<file path="config.mk">
export PLATFORM = sky130hd
export DESIGN_NAME = i2c_master_bit_engine
export DESIGN_NICKNAME = d
export VERILOG_FILES = /design/src/rtl/i2cm_pkg.sv /design/src/rtl/i2cm_cfg.sv /design/src/rtl/i2cm_step.sv /design/src/rtl/i2c_master_bit_engine.sv
export SDC_FILE = /design/constraint.sdc
export NUM_CORES = 1
export LEC_CHECK = 0
export ABC_CLOCK_PERIOD_IN_PS = 3700
export BUFFER_PORTS_ARGS = -buffer_cell sky130_fd_sc_hd__buf_2
export CAP_MARGIN = 5
export CORE_MARGIN = 2
export CORE_UTILIZATION = 25
export DETAILED_ROUTE_END_ITERATION = 8
export GPL_TIMING_DRIVEN = 0
export PLACE_DENSITY = 0.36
export SYNTH_ARGS = -nofsm -noshare
export SYNTH_HDL_FRONTEND = slang
export SYNTH_SLANG_ARGS = --single-unit
</file>
<file path="constraint.sdc">
create_clock -name clk -period 3.7 [get_ports clk]
set_input_delay 0.37 -clock clk [delete_from_list [all_inputs] [get_ports clk]]
set_output_delay 0.37 -clock clk [all_outputs]
set_load 0.005 [all_outputs]
</file>
<file path="src/rtl/i2cm_pkg.sv">
// ----------------------------------------------------------------------------
// i2cm_pkg
// Shared types and constants for the I2C master bit engine.
// ----------------------------------------------------------------------------
package i2cm_pkg;

	typedef enum logic [2:0] {
		OP_IDLE  = 3'd0,
		OP_START = 3'd1,
		OP_STOP  = 3'd2,
		OP_SEND  = 3'd3,
		OP_RECV  = 3'd4,
		OP_WACK  = 3'd5,
		OP_FSTOP = 3'd6
	} op_t;

	localparam logic       CFG_PHASE_TICKS = 1'b0;
	localparam logic       CFG_ACK_RETRY   = 1'b1;
	localparam logic [7:0] PHASE_TICKS_RST = 8'd2;
	localparam logic [7:0] ACK_RETRY_RST   = 8'd250;

	typedef struct packed {
		logic [7:0] phase_ticks;
		logic [7:0] ack_retry_limit;
	} cfg_t;

	typedef struct packed {
		logic [2:0] cmd;
		logic [7:0] data_byte;
		logic       ack_to_send;
		logic       sda_in;
	} item_t;

	typedef struct packed {
		op_t        op;
		logic [2:0] phase;
		logic [3:0] bit_idx;
		logic [7:0] shift;
		logic [7:0] hold;
		logic [7:0] poll;
		logic       scl;
		logic       sda;
		logic       ack_latch;
		logic [7:0] rx_latch;
	} eng_t;

	typedef struct packed {
		logic       scl_out;
		logic       sda_out;
		logic       busy_res;
		logic       done_res;
		logic [7:0] rx_byte;
		logic       ack_fail;
		logic       rejected;
	} res_t;

	localparam eng_t ENG_RST = '{
		op: OP_IDLE, phase: 3'd0, bit_idx: 4'd0, shift: 8'd0, hold: 8'd0,
		poll: 8'd0, scl: 1'b1, sda: 1'b1, ack_latch: 1'b0, rx_latch: 8'd0
	};

endpackage

</file>
<file path="src/rtl/i2cm_cfg.sv">
// ----------------------------------------------------------------------------
// i2cm_cfg
// Configuration registers; a zero phase length is stored as one.
// ----------------------------------------------------------------------------
module i2cm_cfg (
	input  logic          clk,
	input  logic          arst_n,
	input  logic          cfg_we,
	input  logic          cfg_idx,
	input  logic [7:0]    cfg_wdata,
	output i2cm_pkg::cfg_t cfg
);
	import i2cm_pkg::*;

	cfg_t cfg_q;

	always_ff @(posedge clk or negedge arst_n) begin
		if (!arst_n) begin
			cfg_q.phase_ticks     <= PHASE_TICKS_RST;
			cfg_q.ack_retry_limit <= ACK_RETRY_RST;
		end else if (cfg_we) begin
			unique case (cfg_idx)
				CFG_PHASE_TICKS: begin
					cfg_q.phase_ticks <= (cfg_wdata == 8'd0) ? 8'd1 : cfg_wdata;
				end
				CFG_ACK_RETRY: begin
					cfg_q.ack_retry_limit <= cfg_wdata;
				end
				default: begin
				end
			endcase
		end
	end

	assign cfg = cfg_q;

endmodule

</file>
<file path="src/rtl/i2cm_step.sv">
// ----------------------------------------------------------------------------
// i2cm_step
// One tick of the bit sequencer: next engine state and the result item.
// ----------------------------------------------------------------------------
module i2cm_step (
	input  i2cm_pkg::cfg_t  cfg,
	input  i2cm_pkg::item_t item,
	input  i2cm_pkg::eng_t  cur,
	output i2cm_pkg::eng_t  nxt,
	output i2cm_pkg::res_t  res
);
	import i2cm_pkg::*;

	logic run;
	logic done;
	logic fail;
	logic rej;

	always_comb begin
		nxt  = cur;
		run  = 1'b0;
		done = 1'b0;
		fail = 1'b0;
		rej  = 1'b0;
		if (cur.op != OP_IDLE) begin
			rej = (item.cmd != 3'(OP_IDLE));
			if (cur.hold > 8'd1) begin
				nxt.hold = cur.hold - 8'd1;
			end else begin
				nxt.hold = 8'd0;
				run      = 1'b1;
			end
		end else if ((item.cmd >= 3'(OP_START)) && (item.cmd <= 3'(OP_WACK))) begin
			nxt.op        = op_t'(item.cmd);
			nxt.phase     = 3'd0;
			nxt.bit_idx   = 4'd0;
			nxt.poll      = 8'd0;
			nxt.hold      = 8'd0;
			nxt.shift     = (item.cmd == 3'(OP_SEND)) ? item.data_byte : 8'd0;
			nxt.ack_latch = item.ack_to_send;
			run           = 1'b1;
		end

		if (run) begin
			unique case (nxt.op)
				OP_START: begin
					if (nxt.phase == 3'd0) begin
						nxt.sda = 1'b1; nxt.scl = 1'b1;
						nxt.hold = cfg.phase_ticks; nxt.phase = 3'd1;
					end else if (nxt.phase == 3'd1) begin
						nxt.sda = 1'b0;
						nxt.hold = cfg.phase_ticks; nxt.phase = 3'd2;
					end else begin
						nxt.scl = 1'b0;
						done = 1'b1;
					end
				end
				OP_STOP, OP_FSTOP: begin
					if (nxt.phase == 3'd0) begin
						nxt.sda = 1'b0;
						nxt.hold = cfg.phase_ticks; nxt.phase = 3'd1;
					end else if (nxt.phase == 3'd1) begin
						nxt.scl = 1'b1;
						nxt.hold = cfg.phase_ticks; nxt.phase = 3'd2;
					end else begin
						nxt.sda = 1'b1;
						done = 1'b1;
						fail = (nxt.op == OP_FSTOP);
					end
				end
				OP_SEND: begin
					if (nxt.phase == 3'd0) begin
						nxt.sda   = nxt.shift[7];
						nxt.shift = {nxt.shift[6:0], 1'b0};
						nxt.hold = cfg.phase_ticks; nxt.phase = 3'd1;
					end else if (nxt.phase == 3'd1) begin
						nxt.scl = 1'b1;
						nxt.hold = cfg.phase_ticks; nxt.phase = 3'd2;
					end else if (nxt.phase == 3'd2) begin
						nxt.scl     = 1'b0;
						nxt.bit_idx = nxt.bit_idx + 4'd1;
						nxt.hold    = cfg.phase_ticks;
						nxt.phase   = (nxt.bit_idx < 4'd8) ? 3'd0 : 3'd3;
					end else begin
						nxt.sda = 1'b1;
						done = 1'b1;
					end
				end
				OP_RECV: begin
					if (nxt.phase == 3'd0) begin
						nxt.sda = 1'b1;
						nxt.hold = cfg.phase_ticks; nxt.phase = 3'd1;
					end else if (nxt.phase == 3'd1) begin
						nxt.shift = {nxt.shift[6:0], 1'b0};
						nxt.scl   = 1'b1;
						nxt.hold = cfg.phase_ticks; nxt.phase = 3'd2;
					end else if (nxt.phase == 3'd2) begin
						nxt.shift   = {nxt.shift[7:1], item.sda_in};
						nxt.scl     = 1'b0;
						nxt.bit_idx = nxt.bit_idx + 4'd1;
						nxt.hold    = cfg.phase_ticks;
						nxt.phase   = (nxt.bit_idx < 4'd8) ? 3'd1 : 3'd3;
					end else if (nxt.phase == 3'd3) begin
						nxt.sda = ~nxt.ack_latch;
						nxt.hold = cfg.phase_ticks; nxt.phase = 3'd4;
					end else if (nxt.phase == 3'd4) begin
						nxt.scl = 1'b1;
						nxt.hold = cfg.phase_ticks; nxt.phase = 3'd5;
					end else begin
						nxt.scl = 1'b0;
						if (nxt.ack_latch) begin
							nxt.sda = 1'b1;
						end
						nxt.rx_latch = nxt.shift;
						done = 1'b1;
					end
				end
				OP_WACK: begin
					if (nxt.phase == 3'd0) begin
						nxt.sda = 1'b1;
						nxt.hold = cfg.phase_ticks; nxt.phase = 3'd1;
					end else if (nxt.phase == 3'd1) begin
						nxt.scl = 1'b1;
						nxt.hold = cfg.phase_ticks; nxt.phase = 3'd2;
					end else if (nxt.phase == 3'd2) begin
						if (!item.sda_in) begin
							nxt.scl = 1'b0;
							nxt.hold = cfg.phase_ticks; nxt.phase = 3'd3;
						end else if (nxt.poll >= cfg.ack_retry_limit) begin
							nxt.op  = OP_FSTOP;
							nxt.sda = 1'b0;
							nxt.hold = cfg.phase_ticks; nxt.phase = 3'd1;
						end else begin
							nxt.poll = nxt.poll + 8'd1;
							nxt.hold = 8'd0;
						end
					end else begin
						done = 1'b1;
					end
				end
				default: begin
					done = 1'b1;
				end
			endcase
			if (done) begin
				nxt.op    = OP_IDLE;
				nxt.phase = 3'd0;
				nxt.hold  = 8'd0;
			end
		end
	end

	always_comb begin
		res.scl_out  = nxt.scl;
		res.sda_out  = nxt.sda;
		res.busy_res = (nxt.op != OP_IDLE);
		res.done_res = done;
		res.rx_byte  = nxt.rx_latch;
		res.ack_fail = fail;
		res.rejected = rej;
	end

endmodule

</file>
<file path="src/rtl/i2c_master_bit_engine.sv">
// ----------------------------------------------------------------------------
// i2c_master_bit_engine
// I2C master bit engine: one tick per transaction, one result per tick.
//
// Channel   Direction  Fields (lowest bit first)
// s_axis    in         tuser: cmd; tdata: data_byte, ack_to_send, sda_in
// m_axis    out        tdata: scl_out, sda_out, busy_res, done_res, rx_byte,
//                      ack_fail, rejected
// cfg       in         index 0 phase_ticks, index 1 ack_retry_limit
//
// A tick is registered on input, stepped through the sequencer and written to
// the output register with the engine state. One tick is taken every cycle
// while m_axis is not stalled; the engine state loop through the step logic
// sets that rate.
// Reset leaves the engine idle with SCL and SDA released.
// A stall on m_axis holds the input stage, which then holds s_axis_tready low.
// ----------------------------------------------------------------------------
module i2c_master_bit_engine (
	input  logic        clk,
	input  logic        arst_n,
	input  logic        s_axis_tvalid,
	output logic        s_axis_tready,
	input  logic [15:0] s_axis_tdata,  // data_byte, ack_to_send, sda_in
	input  logic [2:0]  s_axis_tuser,  // cmd
	output logic        m_axis_tvalid,
	input  logic        m_axis_tready,
	output logic [15:0] m_axis_tdata,  // scl_out, sda_out, busy_res, done_res,
	                                   // rx_byte, ack_fail, rejected
	input  logic        cfg_we,
	input  logic        cfg_idx,
	input  logic [7:0]  cfg_wdata
);
	import i2cm_pkg::*;

	cfg_t  cfg;
	item_t item_s1;
	logic  vld_s1;
	eng_t  eng_q;
	eng_t  eng_nxt;
	res_t  res_nxt;
	res_t  res_q;
	logic  out_vld_q;
	logic  advance;

	i2cm_cfg u_cfg (
		.clk       (clk),
		.arst_n    (arst_n),
		.cfg_we    (cfg_we),
		.cfg_idx   (cfg_idx),
		.cfg_wdata (cfg_wdata),
		.cfg       (cfg)
	);

	i2cm_step u_step (
		.cfg  (cfg),
		.item (item_s1),
		.cur  (eng_q),
		.nxt  (eng_nxt),
		.res  (res_nxt)
	);

	assign advance       = vld_s1 && (!out_vld_q || m_axis_tready);
	assign s_axis_tready = !vld_s1 || advance;

	always_ff @(posedge clk or negedge arst_n) begin
		if (!arst_n) begin
			vld_s1 <= 1'b0;
		end else if (s_axis_tready) begin
			vld_s1 <= s_axis_tvalid;
		end
	end

	always_ff @(posedge clk) begin
		if (s_axis_tready && s_axis_tvalid) begin
			item_s1.cmd         <= s_axis_tuser;
			item_s1.data_byte   <= s_axis_tdata[7:0];
			item_s1.ack_to_send <= s_axis_tdata[8];
			item_s1.sda_in      <= s_axis_tdata[9];
		end
	end

	always_ff @(posedge clk or negedge arst_n) begin
		if (!arst_n) begin
			eng_q     <= ENG_RST;
			out_vld_q <= 1'b0;
		end else begin
			if (advance) begin
				eng_q <= eng_nxt;
			end
			if (advance) begin
				out_vld_q <= 1'b1;
			end else if (m_axis_tready) begin
				out_vld_q <= 1'b0;
			end
		end
	end

	always_ff @(posedge clk) begin
		if (advance) begin
			res_q <= res_nxt;
		end
	end

	assign m_axis_tvalid = out_vld_q;
	assign m_axis_tdata  = {2'b00, res_q.rejected, res_q.ack_fail, res_q.rx_byte,
		res_q.done_res, res_q.busy_res, res_q.sda_out, res_q.scl_out};

endmodule

</file>
=== Word level (Yosys, flattened, before mapping) ===
Cells that the tools add are included.

* Bits of input ports: 33
* Memories: 0
* Bits in writable memories: 0
* Logic and storage cells: 185
* Memory bits (read-only): 0
* Flip-flop bits (word level): 90
* Latch bits: 0

* $lt $le $gt $ge: 5
* Shift operators: 0
* Multiply operators: 0
* $add $sub $neg: 3
* Reduce and logical (&&, ||, !) cells: 19
* Muxes and demuxes: 118
* Equality and inequality tests: 11
* Divide/modulo/power cells: 0
* Bitwise logic cells: 4

{| class="wikitable"
|+ Operator list
! operator !! count
|-
| 8-bit 2-to-1 mux || 31
|-
| 34-bit 2-to-1 mux || 2
|-
| 3-bit 2-to-1 mux || 16
|-
| 1-bit 2-to-1 mux || 47
|-
| 18-bit 2-to-1 mux || 2
|-
| 36-bit 2-to-1 mux || 1
|-
| 8-bit case mux with 4 select lines || 1
|-
| 12-bit 2-to-1 mux || 2
|-
| 12-bit case mux with 2 select lines || 1
|-
| 6-bit 2-to-1 mux || 3
|-
| 16-bit 2-to-1 mux || 1
|-
| 3-bit by 2-bit == test with 1-bit output, second input constant || 5
|-
| 3-bit == test, second input constant || 4
|-
| 4-bit 2-to-1 mux || 3
|-
| 3-bit case mux with 4 select lines || 1
|-
| 2-bit case mux with 5 select lines || 1
|-
| 9-bit 2-to-1 mux || 1
|-
| 3-bit nonzero test || 3
|-
| 8-bit by 1-bit adder with 8-bit output, second input constant || 1
|-
| 8-bit >= comparator || 1
|-
| 8-bit by 1-bit > comparator with 1-bit output, second input constant || 1
|-
| 8-bit zero test || 1
|-
| 8-bit by 1-bit subtractor with 8-bit output, second input constant || 1
|-
| 7-bit 2-to-1 mux || 1
|-
| 17 further kinds || 29
|}

=== Depth between registers and ports, before layout ===
* Depth after elaboration: 16
* Depth in mapped cells: 14
* Mapped depth without buffers: 10

=== Cells and area by module ===
A second synthesis with hierarchy kept.

* Cells, all modules: 529
* Area, all modules: 5686.7 um2

{| class="wikitable"
|+ Modules (own cells, without submodules)
! module !! times used !! sequential area each (um2) !! area an instance (um2) !! cells each
|-
| i2c_master_bit_engine || 1 || 1989.4 || 2761.4 || 133
|-
| i2cm_step || 1 || 0.0 || 2262.2 || 357
|-
| i2cm_cfg || 1 || 409.1 || 663.1 || 39
|}

=== Least setup slack after synthesis ===
OpenSTA, ideal clock, no wires.

* Kind: flip-flop to flip-flop
* Start: register item_s1[10] (netlist name)
* End: register eng_q[12] (netlist name)
* Setup slack: 0.475 ns
* Arrival: 3.104 ns
* Stages on the path, launching flop included: 14
* Period minus slack after synthesis: 3.225 ns
* Path through: edfxtp_1 > buf_6 > or3_4 > buf_6 > nand3_4 > buf_6 > clkbuf_1 > and2_1 > ha_1 > a211o_1 > a211oi_1 > nand3_2 > a21o_1 > a22o_1

* Cells in the longest elaborated chain, start to end: 13
* Elaborated cells on any way between the ends: 22
* Those cells by class: add/sub: 1; order compare: 3; eq/ne: 3; mux: 13; reduce/logical: 2

{| class="wikitable"
|+ RTL lines
! element !! line !! RTL
|-
| start: declaration || i2c_master_bit_engine.sv:36 || <nowiki>item_t item_s1;</nowiki>
|-
| 3-bit by 1-bit >= comparator with 1-bit output or 3-bit <= comparator (tied branches) || i2cm_step.sv:33 || <nowiki>end else if ((item.cmd >= 3'(OP_START)) && (item.cmd <= 3'(OP_WACK))) begin</nowiki>
|-
| 1-bit logical AND || i2cm_step.sv:33 ||
|-
| 34-bit 2-to-1 mux || i2cm_step.sv:33 ||
|-
| 34-bit 2-to-1 mux || i2cm_step.sv:25 || <nowiki>if (cur.op != OP_IDLE) begin</nowiki>
|-
| 8-bit 2-to-1 mux || i2cm_step.sv:25 ||
|-
| 8-bit by 1-bit adder with 8-bit output or 8-bit >= comparator (tied branches) || i2cm_step.sv:134, i2cm_step.sv:129 ||
|-
| 8-bit 2-to-1 mux || i2cm_step.sv:129 || <nowiki>end else if (nxt.poll >= cfg.ack_retry_limit) begin</nowiki>
|-
| 8-bit 2-to-1 mux || i2cm_step.sv:126 || <nowiki>if (!item.sda_in) begin</nowiki>
|-
| 18-bit 2-to-1 mux || i2cm_step.sv:125 || <nowiki>end else if (nxt.phase == 3'd2) begin</nowiki>
|-
| 8-bit 2-to-1 mux || i2cm_step.sv:122 || <nowiki>end else if (nxt.phase == 3'd1) begin</nowiki>
|-
| 9-bit 2-to-1 mux || i2cm_step.sv:119 || <nowiki>if (nxt.phase == 3'd0) begin</nowiki>
|-
| 8-bit 2-to-1 mux || i2cm_step.sv:45 || <nowiki>unique case (nxt.op)</nowiki>
|-
| 36-bit 2-to-1 mux * || i2cm_step.sv:44 || <nowiki>if (run) begin</nowiki>
|-
| end signal: assignment || i2c_master_bit_engine.sv:88 || <nowiki>eng_q <= eng_nxt;</nowiki>
|-
| end: declaration || i2c_master_bit_engine.sv:38 || <nowiki>eng_t eng_q;</nowiki>
|}

Every way passes the cells marked *; elsewhere a longest branch is shown, timed or not. The select of a mux whose other input is x is not followed.
A chain may end at the register's enable or synchronous reset.

=== Worst setup path in the final report ===
* Start: register item_s1[10] (netlist name)
* End: register eng_q[42] (netlist name)

* Cells in the longest elaborated chain, start to end: 15
* Elaborated cells on any way between the ends: 43
* Those cells by class: order compare: 3; eq/ne: 10; mux: 26; reduce/logical: 4

{| class="wikitable"
|+ RTL lines
! element !! line
|-
| parallel branches: the longest is 14 deep, another holds 8-bit >= comparator || n/a
|-
| 36-bit 2-to-1 mux * || i2cm_step.sv:44
|}

Every way passes the cells marked *. The select of a mux whose other input is x is not followed.

==> impl_metrics.py <==
metrics = {
    "status": {
        "outcome": "finished clean",
    },
    "pwr": {
        "p_total_mw": 4.07,
        "powerDensity_nw_per_um2": 640,
        "ir_worst_vdd_uv": 254,
        "leakage_nw": 2.54,
    },
    "worst_setup_path": {
        "critPathRequiredTime_ns": 3.93,
        "cp.arrival_ns": 3.83,
        "crit_slowest_cell": "a21oi_1",
        "cpPeakStageDelay_ns": 0.50,
        "cp_max_fo": 19,
        "crit_type": "flop to flop",
        "end_kind": "flop",
        "critical_path.most_common_cell": "buf_6",
        "path_buf_inv": 3,
        "start_kind": "flop",
        "path_cells": "buf_6, or3_4, buf_6, nand3_4, buf_6, nand2_1, ha_1, nand2b_1, a211o_1, a21oi_1, nor2_1, and3_1, o41ai_1",
        "crit_family": "simple AND/OR/NAND/NOR gates",
    },
    "yosys": {
        "synth_area_um2": 5430,
        "syn_inst": 564,
        "ys.flop_type": "dfrtp_1",
        "synth_warnings": 0,
        "synth_edf_count": 27,
        "ys_types": 82,
        "yosysSeqAreaShare": 0.442,
        "synth.avg_cell_area_um2": 9.62,
        "async_reset_ff_frac": 0.700,
        "ys_ff_latch": 90,
    },
    "die": {
        "core_um2": 21200,
        "die_w_um": 151,
        "row_count": 53,
        "fp.dieH_um": 151,
        "initial_core_util": 0.257,
        "dieArea_um2": 22900,
        "ios": 51,
    },
    "drt": {
        "first_iter_violations": 328,
        "wl_met1_um": 8270,
        "viasPerCell": 5.10,
        "top_layer": "met4",
        "avgRoutedWirePerCell_um": 18.4,
        "drc_errors": 0,
        "drt_wl_total_um": 16600,
        "dr.pass1.iters": 5,
        "wl_met3_um": 785,
        "route.met2.wl_um": 7320,
        "vias": 4593,
        "antenna_left": 0,
    },
    "global_routing": {
        "grt.total_usage": 0.152,
        "grt_overflow": 0,
        "antenna_found_initial": 0,
        "grt_pass1_vias": 4525,
        "grt_max_degree": 43,
        "grt_pass1_wl_um": 26300,
    },
    "final_layout": {
        "post_route_cells_drive_above_1_share": 0.212,
        "nNetsFinal": 666,
        "antenna_cells": 0,
        "layout_commonest_cell": "nand2_1",
        "syn_to_final_growth_pct": 17.2,
        "fin_area_um2": 6360,
        "mostFrequentLayoutCells": "nand2_1 (70), dfrtp_1 (54), buf_2 (48), o21ai_0 (46), nor2_1 (36)",
    },
    "placement": {
        "io_buffers": 42,
        "gp_congestion": 0.869,
        "place_hpwl_um": 12200,
        "place_area_um2": 6030,
    },
    "timing": {
        "max_freq_mhz": 278,
        "min_period_over_period": 0.973,
        "finClkSkew_ns": 0.0109,
        "slew_violations": 0,
        "max_slew_margin": 0.324,
        "tightestPinTransition_ns": 1.01,
        "hold_viol": 0,
        "fin_crit_ns": 3.60,
        "setup_viol": 0,
        "rsz0062_at_grt": "yes",
    },
    "cts": {
        "clock-sinks": 90,
        "clockBufferDepth": 2,
        "clk_latency_ns": 0.35,
        "cts_root_buf": "clkbuf_16",
        "tritoncts": "built",
        "cts-buffers-inserted": 9,
        "h-tree-depth": 3,
        "clkSlewWorstSetupHoldPaths_ns": 0.07,
    },
    "flow_run": {
        "maxCapViolCount": 0,
    },
    "worst_hold_path": {
        "hold_path.class": "input port to flop",
    },
}
==> through the flow <==
stage | setup WS, ns | TNS [ns] | cells | utilization | hold slack, ns
floorplan | 0.475 | 0 | 565 | - | 0.0744
global placement | -0.435 | -6.16 | 882 | 0.283 | 0.471
detailed placement | -0.485 | -7.07 | 884 | 0.285 | 0.316
CTS | 0.0490 | 0 | 901 | 0.300 | 0.175
global route | -0.0976 | -0.417 | 901 | 0.301 | 0.170
finish | 0.0993 | 0 | 901 | 0.301 | 0.188
==> kinds of logic after synthesis <==
logic type	after synthesis	share of synthesized area
simple gates	193	0.187
compound gates	176	0.230
flops	90	0.442
buf+inv	60	0.0535
mux	21	0.0417
fa+ha+maj	12	0.0277
xor+xnor	11	0.0178
other cells	1	0.000691
==> registers in the layout (all words and copies together) (netlist names) <==
signal and cells:
u_cfg.cfg 16, eng_q 45, vld_s1 1, m_axis_tvalid 1, m_axis_tdata 14, item_s1 13
==> worst paths after layout <==
path,startpoint,end,slack (ns),depth (start not counted)
hold / removal,s_axis_tdata[4],item_s1[6]$_DFFE_PP_,0.19,1
setup reg to reg,item_s1[10]$_DFFE_PP_,eng_q[42]$_DFFE_PN0P_,0.1,13
hold reg to reg,eng_q[38]$_DFFE_PN0P_,eng_q[38]$_DFFE_PN0P_,0.50,2
setup / recovery,item_s1[10]$_DFFE_PP_,eng_q[42]$_DFFE_PN0P_,0.1,13
max in group asynchronous,arst_n,u_cfg.cfg[6]$_DFFE_PN1P_,2.63,3
min in group asynchronous,arst_n,eng_q[1]$_DFFE_PN0P_,0.48,2
==> what timing repair did <==
item / CTS / global route
hold endpoints to repair: 19 / 0
buffers inserted: 1 / 0
resized for setup: 2 / 2
hold buffers: 1 / 0
pin swaps: 1 / 0
setup endpoints to repair: 22 / 10
==> where the power goes <==
| part | internal [mW] | switching (mW) | leakage [nW] | total [mW] |
|---|---|---|---|---|
| logic | 0.631 | 1.16 | 1.34 | 1.79 |
| clock network | 0.545 | 0.409 | 0.143 | 0.953 |
| registers | 1.20 | 0.121 | 1.05 | 1.33 |
==> layout make-up <==
class	count	area, µm²
fill	2247	14800
multi-input combinational	415	2760
sequential	90	2400
tap	275	344
timing repair buffer	46	273
clock buffer	12	246
buffer	28	170
inverter	31	116
clock inverter	4	51.3
==> layer usage <==
| metal | vias to the layer above | GRT usage |
|---|---|---|
| met2 | 117 | 0.232 |
| met3 | 18 | 0.0259 |
| met4 | 0 | 0.0407 |
| met5 | - | 0 |
| met1 | 2261 | 0.222 |
| li1 | 2197 | - |
==> cells in the mapped netlist (9+ instances only) <==
master,n,area (µm²)
a21oi_1,30,150
a22oi_1,16,120
a31oi_1,13,81.3
and2_1,12,75.1
clkbuf_1,12,45.0
dfrtp_1,54,1350
dfstp_2,9,236
edfxtp_1,27,811
ha_1,12,150
inv_1,30,113
mux2_2,13,146
nand2_1,71,267
nor2_1,36,135
nor3_1,15,75.1
o21ai_0,46,230
(Power assumes the default switching activity.)
